[src/rtl/cht_pkg.sv]
// Package for the chained hash table engine: item and result types, status
// and operation codes and the sequencer state enum. No dependencies.
`default_nettype none
package cht_pkg;

    typedef struct packed {
        logic [1:0]  operation;
        logic [31:0] key;
        logic [31:0] value;
    } t_item;

    typedef struct packed {
        logic [1:0]  status;
        logic [31:0] found_value;
    } t_result;

    localparam logic [1:0] OP_FIND   = 2'd0;
    localparam logic [1:0] OP_ADD    = 2'd1;
    localparam logic [1:0] OP_REMOVE = 2'd2;

    localparam logic [1:0] STAT_OK      = 2'd0;
    localparam logic [1:0] STAT_MISS    = 2'd1;
    localparam logic [1:0] STAT_FULL    = 2'd2;
    localparam logic [1:0] STAT_KEYZERO = 2'd3;

    localparam int unsigned CFG_W    = 12;
    localparam int unsigned KEY_W    = 32;

    typedef enum logic [4:0] {
        ST_CLEAR,
        ST_IDLE,
        ST_DIV,
        ST_HRD,
        ST_HCHK,
        ST_NRD,
        ST_NCHK,
        ST_FOUND,
        ST_ABSENT,
        ST_RMH_RD,
        ST_RMH_WR,
        ST_RMN_PREV,
        ST_RMN_REL,
        ST_ADD_RD,
        ST_ADD_NODE,
        ST_ADD_LINK
    } t_state;

endpackage
`default_nettype wire

[src/rtl/cht_div.sv]
// Bit-serial restoring remainder unit: 32-bit key modulo bucket count.
// Depends on cht_pkg.
`default_nettype none
module cht_div #(
    parameter int DW = 12
) (
    input  wire logic                    i_clk,
    input  wire logic                    i_rst_n,
    input  wire logic                    i_start,
    input  wire logic [cht_pkg::KEY_W-1:0] i_dividend,
    input  wire logic [DW-1:0]           i_divisor,
    output logic                         o_done,
    output logic      [DW-1:0]           o_rem
);
    import cht_pkg::*;

    logic             r_busy, n_busy;
    logic             r_done, n_done;
    logic [4:0]       r_cnt, n_cnt;
    logic [KEY_W-1:0] r_q, n_q;
    logic [DW-1:0]    r_rem, n_rem;
    logic [DW-1:0]    r_div, n_div;
    logic [DW:0]      trial;

    always_comb begin
        n_busy = r_busy;
        n_done = 1'b0;
        n_cnt  = r_cnt;
        n_q    = r_q;
        n_rem  = r_rem;
        n_div  = r_div;
        trial  = {r_rem, r_q[KEY_W-1]};
        if (i_start) begin
            n_busy = 1'b1;
            n_cnt  = 5'd0;
            n_q    = i_dividend;
            n_rem  = '0;
            n_div  = i_divisor;
        end else if (r_busy) begin
            // shift in one dividend bit, subtract when it fits
            if (trial >= {1'b0, r_div}) begin
                trial = trial - {1'b0, r_div};
            end
            n_rem = trial[DW-1:0];
            n_q   = {r_q[KEY_W-2:0], 1'b0};
            n_cnt = r_cnt + 5'd1;
            if (r_cnt == 5'd31) begin
                n_busy = 1'b0;
                n_done = 1'b1;
            end
        end
    end

    always_ff @(posedge i_clk) begin
        if (!i_rst_n) begin
            r_busy <= 1'b0;
            r_done <= 1'b0;
        end else begin
            r_busy <= n_busy;
            r_done <= n_done;
        end
        r_cnt <= n_cnt;
        r_q   <= n_q;
        r_rem <= n_rem;
        r_div <= n_div;
    end

    assign o_done = r_done;
    assign o_rem  = r_rem;
endmodule
`default_nettype wire

[config.mk]
export PLATFORM = sky130hd
export DESIGN_NAME = cht_div
export DESIGN_NICKNAME = d
export VERILOG_FILES = /design/src/rtl/cht_pkg.sv /design/src/rtl/cht_div.sv
export SDC_FILE = /design/constraint.sdc
export NUM_CORES = 1
export LEC_CHECK = 0
export ABC_AREA = 1
export BUFFER_PORTS_ARGS = -buffer_cell sky130_fd_sc_hd__buf_2
export CAP_MARGIN = 20
export CELL_PAD_IN_SITES_DETAIL_PLACEMENT = 1
export CELL_PAD_IN_SITES_GLOBAL_PLACEMENT = 1
export CORE_MARGIN = 10
export CORE_UTILIZATION = 25
export CTS_CLUSTER_SIZE = 40
export DETAILED_ROUTE_END_ITERATION = 8
export PLACE_DENSITY_LB_ADDON = 0.15
export SKIP_CTS_REPAIR_TIMING = 1
export SYNTH_ARGS = -nofsm -noshare
export SYNTH_HDL_FRONTEND = slang
export SYNTH_SLANG_ARGS = --single-unit
[constraint.sdc]
create_clock -name i_clk -period 3.6 [get_ports i_clk]
set_input_delay 1.08 -clock i_clk [delete_from_list [all_inputs] [get_ports i_clk]]
set_output_delay 1.08 -clock i_clk [all_outputs]
set_load 0.05 [all_outputs]
# Word level (Yosys, flattened, before mapping)
# Cells that the tools add are included.
# W data, S select, Z words.
# totals
elab_cells	21
regBits	63
inputBits	47
output_inout_bits	13
# classes
n_lt_le_gt_ge	1
n_eq_ne	1
n_reduce_logical	2
n_mux	7
n_bitwise	2
n_addsub	2
# op_table
op	n
$mux W32	2
$ge A13 B12 Y1	1
$mux W12	1
$sub A12 B12 Y12	1
$add A5 B1 Y5 const B	1
$eq A5 B5 Y1 const B	1
$mux W1	4
$reduce_or A3 Y1	1
$not A1 Y1	2
$reduce_bool A2 Y1	1

# Logic depth before layout (Yosys ltp)
# Gate-level depths: netlist (run 1).
# depth
word_depth	4
ltp_mapped	12
ltp_nobuf	12

# Worst setup path before layout (run 1)
# No wires, ideal clock.
# synth_timing
path_kind	input -> register
startpoint	input port i_start
endpoint	register r_q[0] (enable)
path_slack_ns	1.232
required_ns	3.213
cell_stages	3
setup_time_ns	0.387
path_buffers	1
arrival_ns	1.980
cell_sequence	buf_2 > nor2_1 > inv_1
# synth_between
elab_chain_cells	1
# synth_rtl
element	line_no	rtl
from (decl)	cht_div.sv:9	input wire logic i_start,
$reduce_bool A2 Y1 (no source line)	-	
to (signal assigned)	cht_div.sv:63	r_q <= n_q;
to (decl)	cht_div.sv:20	logic [KEY_W-1:0] r_q, n_q;
# No other way between the ends.
# A chain may end at the register's enable or synchronous reset.

# Worst setup path after layout (run 1)
# layout_timing
startpoint	register r_rem[6], in the netlist o_rem[6]
endpoint	register r_rem[2], in the netlist o_rem[2]
# layout_between
elab_chain_cells	2
# layout_rtl
element	line_no	rtl
from (decl)	cht_div.sv:21	logic [DW-1:0] r_rem, n_rem;
from (signal assigned)	cht_div.sv:64	r_rem <= n_rem;
$ge A13 B12 Y1	cht_div.sv:41	if (trial >= {1'b0, r_div}) begin
$mux W12	cht_div.sv:41	
# No other way between the ends.

==> impl_results.md, run 1 <==
* RSZ-0062 raised after global routing: false
* Main combinational cell family by area after synthesis: simple AND/OR/NAND/NOR gates
* Largest net degree at the start of global routing at 43
* Worst Hold Path EP: o_rem[6]$_SDFFE_PP0P_
* Placed Instances at 645
* Initial antenna violation count at 0
* Core Rows at 42
* Max Root-Sink Buffers at 2
* Warnings from Yosys at 0
* Num CTS Buffers at 9
* Hold Violations, Final at 0
* Register Area at 0.00170 mm²
* Vias per std cell at 4.21
* CP endpoint kind: register
* Post-synthesis cell count at 419
* Post-route DRC violation count at 0
* GRT Overall Usage at 0.106
* Root buf cell: clkbuf_16
* Vias in the first global route at 3128
* Sequential share of the synthesized area at 0.499
* CP Class: register to register
* Clk pin slew, worst setup/hold paths at 60 ps
* Post-Syn Area at 0.00341 mm²
* Synth Area in Compound Gates at 0.0235
* Unique masters post-synth at 29
* Maximum vdd ir drop at 0.160 mV
* CTS sink cnt at 63
* Final min period at 2240 ps
* Core ar. at 0.0133 mm²
* DR vias at 2780
* Crit Path Max Fanout at 13
* FF-to-FF path depth at 10
* Layout fillers at 1618
* Congestion Overflow GR at 0
* MaxCap Viol Count at 0
* Die ar. at 0.0187 mm²
* CP startpoint kind: register
* Syn Nets at 481
* Area after DPL at 0.00388 mm²
* Worst reg-to-reg setup slack at 1360 ps
* Port Buf Inserts at 59
* Hold slack at 488 ps
* Io pins at 60
* Fin nets at 542
* Simple-gate share of the synthesized area at 0.322
* GP Congestion at 0.801
* LEAKAGE at 2.10 nW
* TritonCTS clock tree: built
* Hold Path Origin: o_rem[6]$_SDFFE_PP0P_
* Rel. slew slack at 0.659
* Worst Path Required at 3860 ps
* Layout cells sized above 1 at 0.194
* First-pass GRT wire length at 15400 µm
* Finish-stage setup viols at 0
* Final period util at 0.621
* Crit path DAT at 2500 ps
* Die width at 137 µm
* Tightest Pin Transition at 511 ps
* Worst Hold Depth at 2
* Avg Synthesized Cell Area at 8.13 µm²
* N_diodes at 0
* Synth Area in XOR/XNOR at 0.0129
* Post-DP HPWL at 6770 µm
* Mux cell area share after synthesis at 0
* R2R Path Start: o_rem[6]$_SDFFE_PP0P_
* Design area at 0.00418 mm²
* Final Skew at 5.30 ps
* Die Y-Extent at 137 µm
* Worst min path class: register to register
* Fin util at 0.314
* Synth Register Bits at 63
* Routed len/inst at 13.8 µm
* Power per cell area at 460 mW/mm²
* Sum of negative setup slack at 0 ps
* Fin cells at 661
* Post-route ant nets at 0
* Number of H-tree levels at 3
* Max frequency at 447 MHz
* Final slew viol count at 0
* Clk_lat worst skew at 340 ps
* DRT Pass-1 Iters at 4
* Reg2Reg Capture Point: o_rem[2]$_SDFFE_PP0P_
* Initial Util at 0.256
* Area of the multi-input gates at 0.00142 mm²
* Initial drt markers at 110
* Run status: finished, final reports clean
* P&R area growth vs syn at 22.6%
* Post-Synth Adder-Cell Area at 0.0573
* Post-Route WL at 9100 µm
-- final cells by class --
| cell class | instances | share of cell area |
|---|---|---|
| clock buffer | 13 | 0.0599 |
| clock inverter | 3 | 0.0102 |
| inverter | 59 | 0.0530 |
| multi-input combinational | 284 | 0.339 |
| sequential | 63 | 0.407 |
| tap | 176 | 0.0527 |
| timing repair buffer | 63 | 0.0779 |
-- cell usage after synthesis --
library cell,n,area (µm²)
nand2_1,183,687
inv_1,57,214
edfxtp_1,44,1320
nand3_1,23,115
dfxtp_1,19,380
nand4_1,15,93.8
ha_1,14,175
nor2_1,12,45.0
clkbuf_1,7,26.3
nand3_2,7,70.1
a21oi_1,5,25.0
xnor2_1,5,43.8
nand2_2,4,25.0
buf_2,3,15.0
o21ai_0,3,15.0
a22o_1,2,17.5
nor2_2,2,12.5
nor3_1,2,10.0
nor3_2,2,20.0
a21oi_4,1,16.3
a31oi_1,1,6.26
buf_1,1,3.75
buf_4,1,7.51
buf_8,1,15.0
clkinv_1,1,3.75
fa_1,1,20.0
inv_2,1,3.75
nand3b_1,1,7.51
nor2_4,1,11.3
-- registers in the layout (all words and copies together) (netlist names) --
signal / count
r_q: 32
o_rem: 12
r_div: 12
r_cnt: 5
r_busy: 1
o_done: 1
-- layer usage --
layer / GRT usage / up-vias / routed length (µm)
li1: - / 1456 / -
met1: 0.120 / 1264 / 4180
met2: 0.173 / 49 / 4220
met3: 0.0396 / 11 / 513
met4: 0.0485 / 0 / 191
met5: 0 / - / 0
-- worst max-delay path by stage --
| stage | from | endpoint | slack, ps | depth (start not counted) |
|---|---|---|---|---|
| final | o_rem[6]$_SDFFE_PP0P_ | o_rem[2]$_SDFFE_PP0P_ | 1360 | 10 |
| after global routing | o_rem[6]$_SDFFE_PP0P_ | o_rem[2]$_SDFFE_PP0P_ | 1120 | 10 |
| after CTS | o_rem[9]$_SDFFE_PP0P_ | o_rem[2]$_SDFFE_PP0P_ | 1330 | 10 |
| after global placement | i_start | r_q[8]$_DFFE_PP_ | 1270 | 5 |
| after detailed placement | i_start | r_q[8]$_DFFE_PP_ | 1240 | 5 |
| after floorplan | i_start | r_q[0]$_SDFFCE_PN0P_ | 1230 | 3 |
-- per-stage QoR --
stage	worst slack [ps]	power [mW]
floorplan	1230	0.994
global placement	1270	1.07
detailed placement	1240	1.07
CTS	1330	1.96
global route	1120	2.03
finish	1360	1.92
-- worst max-delay path: stages, from the launching register on --
cell	delay, ps
dfxtp_1	330
ha_1	380
nand2_2	140
inv_1	50
nand2_1	70
nand2_2	70
a21oi_4	370
nand3_2	390
nand2_1	150
nand2_1	50
o21ai_0	150
-- logic make-up after synthesis --
family,after synthesis
buffers and inverters,72
and+or+nand+nor,252
xor gates and xnor gates,5
DFF,63
AOI/OAI and AO/OA,12
adders and majority gates,15
-- report_power, final --
| group | switching (mW) | internal (mW) |
|---|---|---|
| registers | 0.0179 | 0.839 |
| logic | 0.121 | 0.0704 |
| clock network | 0.317 | 0.554 |
-- cell usage in the layout (no fill, tap or decap), drive strengths merged --
master and n:
nand2 187, buf 63, inv 58, edfxtp 44
nand3 30, dfxtp 19, nand4 15, nor2 15
ha 14, clkbuf 13, a21oi 6, xnor2 5
nor3 4, o21ai 3, a22o 2, clkinv 2
a31oi 1, nand3b 1, fa 1, bufinv 1
clkinvlp 1
No activity file was read; power rests on OpenSTA's default activity.
==> run 2, diff against run 1 <==
- ABC_AREA: 1 -> 0
- clock period: 3.6 -> 1.89 ns (I/O delays scaled with it)
==> impl_results.md, run 2 <==
* Final Skew at 5.60 ps (+0.301 ps)
* Final slew viol count at 0 (unchanged)
* Commonest cells in the netlist: edfxtp_1 (44), mux2_2 (31), dfxtp_1 (19), nor2_1 (19), inv_1 (15)
* Design area at 0.00465 mm² (+11%)
* Tightest Pin Transition at 440 ps (-71.4 ps)
* Hold Violations, Final at 0 (unchanged)
* Commonest non-fill, non-tap cell in the layout: buf_2
* Failing checks: negative setup slack
* Register Area at 0.00173 mm² (+1.7%)
* Post-synth top area share at 0.414 (+0.0266)
* Max frequency at 450 MHz (+0.54%)
* Post-Route WL at 8210 µm (-9.9%)
* LEAKAGE at 1.87 nW (-11%)
* Crit path DAT at 2460 ps (-40 ps)
* Post-route ant nets at 0 (unchanged)
* Layout fillers at 1374 (-15%)
* Routed len/inst at 15.2 µm (+11%)
* MaxCap Viol Count at 0 (unchanged)
* Power per cell area at 980 mW/mm² (+110%)
* Most area-consuming cells after synthesis: edfxtp_1 (41%), dfxtp_1 (12%), mux2_2 (11%)
* Congestion Overflow GR at 0 (unchanged)
* Largest net degree at the start of global routing at 33 (-23%)
* CP startpoint kind: register
* Post-synthesis cell count at 252 (-40%)
* Warnings from Yosys at 0 (unchanged)
* Initial antenna violation count at 1 (+1)
* Number of H-tree levels at 3 (unchanged)
* Layout cells sized above 1 at 0.560 (+0.366)
* Crit Path Max Fanout at 2 (-11)
* Syn Nets at 314 (-35%)
* DR vias at 2345 (-16%)
* Core Rows at 41 (-2.4%)
* Maximum vdd ir drop at 0.583 mV (+270%)
* Most frequent cell after synthesis: edfxtp_1
* Clk_lat worst skew at 340 ps (about the same)
* Largest register FFs at 32 (unchanged)
* Fin nets at 423 (-22%)
* Tot Pwr at 4.56 mW (+140%)
* Num CTS Buffers at 9 (unchanged)
* Final period util at 1.18 (+0.555)
* Initial Util at 0.254 (-0.00260)
* Worst min path class: input port to register
* CP Class: register to register
* Vias per std cell at 4.35 (+3.4%)
* Post-DP HPWL at 6300 µm (-6.9%)
* Die ar. at 0.0177 mm² (-5.5%)
* Rel. slew slack at 0.707 (+0.0479)
* Area after DPL at 0.00423 mm² (+9.0%)
* Core ar. at 0.0126 mm² (-5.5%)
* Setup WS post-layout at -333 ps (-1700 ps)
* First-pass GRT wire length at 13400 µm (-13%)
* Placed Instances at 520 (-19%)
* Clk pin slew, worst setup/hold paths at 50 ps (about the same)
* Fin cells at 539 (-18%)
* TritonCTS clock tree: built
* Max Root-Sink Buffers at 2 (unchanged)
* Io pins at 60 (unchanged)
* Port Buf Inserts at 59 (unchanged)
* Area of the multi-input gates at 0.00161 mm² (+14%)
* CP endpoint kind: register
* Asr flop ratio synth at 0 (unchanged)
* Initial drt markers at 74 (-33%)
* GP Congestion at 0.772 (-3.6%)
* Worst Path Required at 2130 ps (-1730 ps)
* DRT Pass-1 Iters at 4 (unchanged)
* Biggest register: r_q
* Post-synth EDFFs at 44 (unchanged)
* Final min period at 2220 ps (-12.0 ps)
* RSZ-0062 raised after global routing: true
* CTS sink cnt at 63 (unchanged)
* Unique masters post-synth at 53 (+83%)
* Die width at 133 µm (-2.8%)
* Commonest non-fill, non-tap cells in the layout: buf_2 (59), buf_4 (44), edfxtp_1 (44)
* GRT Overall Usage at 0.0957 (-0.0101)
* Top FF cell, synth: edfxtp_1
* Sequential share of the synthesized area at 0.534 (+0.0343)
* Run status: finished, violations left
* Avg Synthesized Cell Area at 12.7 µm² (+56%)
* P&R area growth vs syn at 45.8%
* Post-route DRC violation count at 0 (unchanged)
* Post-Syn Area at 0.00319 mm² (-6.4%)
* Finish-stage setup viols at 12 (+12)
* Root buf cell: clkbuf_16
* Cell accounting for the most synthesized area: edfxtp_1
* Die Y-Extent at 133 µm (-2.8%)
* Synth Register Bits at 63 (unchanged)
* Vias in the first global route at 2656 (-15%)
-- run 2: cell types whose count changed after synthesis, moves of 7 or more --
| cell | change |
|---|---|
| nand3_2 | -7 |
| mux2_2 | +31 |
| nor2_1 | +7 |
| nand2_1 | -176 |
| inv_1 | -42 |
| mux2i_1 | +8 |
| nand3_1 | -20 |
| nand4_1 | -13 |
| a211oi_1 | +7 |
-- run 2: where the power goes --
part	leakage [nW]	internal, mW	switching [mW]
Combinational	1.12	0.550	0.553
Clock	0.142	1.15	0.612
Sequential	0.602	1.63	0.0597
-- run 2: worst paths after layout --
path	start	slack [ps]	cells past startpoint	endpoint
max reg2reg	r_q[31]$_DFFE_PP_	-330	10	o_rem[10]$_SDFFE_PP0P_
max	r_q[31]$_DFFE_PP_	-330	10	o_rem[10]$_SDFFE_PP0P_
min	i_divisor[0]	410	1	r_div[0]$_DFFE_PP_
min reg2reg	r_cnt[3]$_SDFFE_PP0P_	510	2	r_cnt[3]$_SDFFE_PP0P_
-- run 2: kinds of logic (layout without fill, tap and decap cells) --
family,Yosys count,in the layout,share of synthesized area
flops,63,63,0.534
simple gates,53,53,0.0852
compound gates,44,44,0.117
mux,40,40,0.139
buf+inv,26,140,0.0330
fa+ha+maj,15,15,0.0612
xor+xnor,11,11,0.0302
other cells,0,1,0
-- run 2: per-stage QoR --
stage          setup TNS, ps  setup WS [ps]  utilization  hold slack (ps)
5_1_grt                -4760           -503        0.370              386
3_3_place_gp           -3160           -342        0.337              484
4_1_cts                -3560           -415        0.362              386
6_report               -3020           -333        0.370              406
2_1_floorplan          -1660           -236            -              467
3_5_place_dp           -3280           -367        0.337              507
-- run 2: cell type report --
type / count / area share
inverter: 15 / 0.0121
tap: 172 / 0.0463
multi-input combinational: 163 / 0.346
sequential: 63 / 0.372
clock inverter: 5 / 0.0178
clock buffer: 11 / 0.0501
timing repair buffer: 109 / 0.155
antenna: 1 / 0.000538
-- run 2: worst max-delay path, stage by stage (launching register included) --
cell      delay (ps)
edfxtp_1         380
inv_2             80
ha_4             130
inv_2             40
fa_2             380
a211oi_4         240
o21bai_2         100
a221oi_2         300
xnor2_1          160
mux2i_1          100
a211oi_1         230
-- run 2: metal layers --
metal  routed length [µm]  global-route usage
met1                 3490               0.104
met3                  557              0.0439
met2                 4000               0.156
met4                  153              0.0440
met5                    0                   0
==> run 3, diff against run 2 <==
- CORE_ASPECT_RATIO: unset -> 0.75
- RECOVER_POWER: unset -> 100
==> impl_results.md, run 3 (synthesis gave the netlist of run 2 again) <==
* Reg2Reg Capture Point: o_rem[10]$_SDFFE_PP0P_
* Die Y-Extent at 118 µm (-11%)
* Biggest register: r_q
* Initial Util at 0.257 (+0.00359)
* Congestion Overflow GR at 0 (unchanged)
* LEAKAGE at 1.89 nW (+0.96%)
* Worst Path Required at 2130 ps (about the same)
* Pre-CTS setup slack at -345 ps (+22.0 ps)
* Largest net degree at the start of global routing at 33 (unchanged)
* Layout fillers at 1345 (-2.1%)
* Final slew viol count at 0 (unchanged)
* Vias per std cell at 4.41 (+1.4%)
* Power per cell area at 962 mW/mm² (-1.9%)
* Commonest non-fill, non-tap cells in the layout: buf_4 (52), edfxtp_1 (44), buf_2 (43)
* Core ar. at 0.0124 mm² (-1.4%)
* Vias in the first global route at 2553 (-3.9%)
* First-pass GRT wire length at 13800 µm (+3.0%)
* Crit Path Max Fanout at 2 (unchanged)
* Root buf cell: clkbuf_16
* Port Buf Inserts at 59 (unchanged)
* RSZ-0062 raised after global routing: true
* GRT Overall Usage at 0.0987 (+0.00295)
* Slowest CP cell: edfxtp_1
* FF-to-FF path depth at 10 (unchanged)
* CP endpoint kind: register
* Max frequency at 460 MHz (+2.2%)
* Post-route ant nets at 0 (unchanged)
* Clk_lat worst skew at 330 ps (about the same)
* Final min period at 2170 ps (-48.1 ps)
* Fin nets at 432 (+2.1%)
* Gr busiest metal: met2
* Hold Violations, Final at 0 (unchanged)
* Die width at 150 µm (+13%)
* Tightest Pin Transition at 638 ps (+198 ps)
* N_diodes at 0 (-1)
* Crit path DAT at 2420 ps (-40 ps)
* GR Layer Usage met1 at 0.133 (+0.0288)
* P&R area growth vs syn at 46.2%
* DR vias at 2386 (+1.7%)
* GP Congestion at 0.770 (-0.18%)
* Setup WS post-layout at -285 ps (+48.1 ps)
* Maximum vdd ir drop at 0.378 mV (-35%)
* Critical Path, Cell by Cell: inv_2 -> ha_4 -> inv_2 -> fa_2 -> a211oi_4 -> o21bai_2 -> a221oi_2 -> xnor2_1 -> mux2i_1 -> a211oi_1
* Worst min path class: input port to register
* CP startpoint kind: register
* CP Class: register to register
* MaxCap Viol Count at 0 (unchanged)
* Finish-stage setup viols at 38 (+26)
* Worst Hold Path EP: r_div[8]$_DFFE_PP_
* Num CTS Buffers at 9 (unchanged)
* Largest register FFs at 32 (unchanged)
* Final period util at 1.15 (-0.0254)
* Final Skew at 5.76 ps (+0.151 ps)
* Worst reg-to-reg setup slack at -280 ps (+50 ps)
* Global Route met2 Usage at 0.145 (-0.0108)
* Initial drt markers at 62 (-16%)
* Post-DP HPWL at 6620 µm (+5.1%)
* DRT Pass-1 Iters at 4 (unchanged)
* Max Root-Sink Buffers at 2 (unchanged)
* Core Rows at 35 (-15%)
* Post-route DRC violation count at 0 (unchanged)
* Run status: finished, violations left
* Slowest stage delay, CP at 380 ps (about the same)
* Rel. slew slack at 0.575 (-0.132)
* Initial antenna violation count at 0 (-1)
* TritonCTS clock tree: built
* Layout cells sized above 1 at 0.560 (about the same)
* Clk pin slew, worst setup/hold paths at 60 ps (about the same)
* CTS sink cnt at 63 (unchanged)
* Routed len/inst at 16.2 µm (+6.7%)
* Die ar. at 0.0177 mm² (+0.26%)
* CP most frequent cell: inv_2
* Fin util at 0.376 (+0.00614)
* Worst Hold Depth at 1 (unchanged)
* Io pins at 60 (unchanged)
* Commonest non-fill, non-tap cell in the layout: buf_4
* Failing checks: negative setup slack
* R2R Path Start: r_q[31]$_DFFE_PP_
* Hold Path Origin: i_divisor[8]
* Met3 GRT Util at 0.0330 (-0.0109)
* Number of H-tree levels at 3 (unchanged)
* Post-Route WL at 8790 µm (+7.1%)
* Tot Pwr at 4.48 mW (-1.6%)
-- run 3: critical path: cells and delay by family (launching register included) --
kind                     cells  cell delay, ps
AO/OA/AOI/OAI                4             830
multiplexers                 1              90
XOR/XNOR                     1             150
adder cells (fa/ha/maj)      2             520
flip-flops                   1             380
buffers and inverters        2             130
-- run 3: where the power goes --
part	total, mW	switching [mW]	leakage [nW]	internal, mW
clock	1.62	0.616	0.140	1.01
combinational	1.17	0.598	1.14	0.577
sequential	1.68	0.0566	0.602	1.63
total	4.48	1.27	1.89	3.21
-- run 3: through the flow --
stage | area, µm² | instances | setup TNS, ps | hold slack (ps)
after global routing | 4660 | 541 | -7160 | 399
after global placement | 4270 | 521 | -2810 | 486
final | 4660 | 541 | -3140 | 409
after CTS | 4560 | 537 | -3280 | 399
after detailed placement | 4270 | 521 | -3090 | 506
after floorplan | 3380 | 252 | -1660 | 467
-- run 3: worst max path at each step --
stage	from	endpoint	depth (start not counted)
final	r_q[31]$_DFFE_PP_	o_rem[10]$_SDFFE_PP0P_	10
after global routing	r_q[31]$_DFFE_PP_	o_rem[10]$_SDFFE_PP0P_	10
after CTS	r_q[31]$_DFFE_PP_	o_rem[10]$_SDFFE_PP0P_	10
after detailed placement	r_q[31]$_DFFE_PP_	o_rem[10]$_SDFFE_PP0P_	10
after global placement	r_q[31]$_DFFE_PP_	o_rem[10]$_SDFFE_PP0P_	10
after floorplan	o_rem[0]$_SDFFE_PP0P_	o_rem[9]$_SDFFE_PP0P_	8
-- run 3: cell type report --
type,count,area [µm²],area share
Multi-Input combinational cell,163,1640,0.351
Clock buffer,9,225,0.0483
Tap cell,166,208,0.0446
Timing Repair Buffer,118,739,0.159
Sequential cell,63,1730,0.371
Clock inverter,7,63.8,0.0137
Inverter,15,56.3,0.0121
-- run 3: metal layers --
metal / vias up / part of all wire
li1: 1182 / -
met1: 1157 / 0.49
met2: 36 / 0.44
met3: 11 / 0.047
met4: 0 / 0.016
met5: - / 0
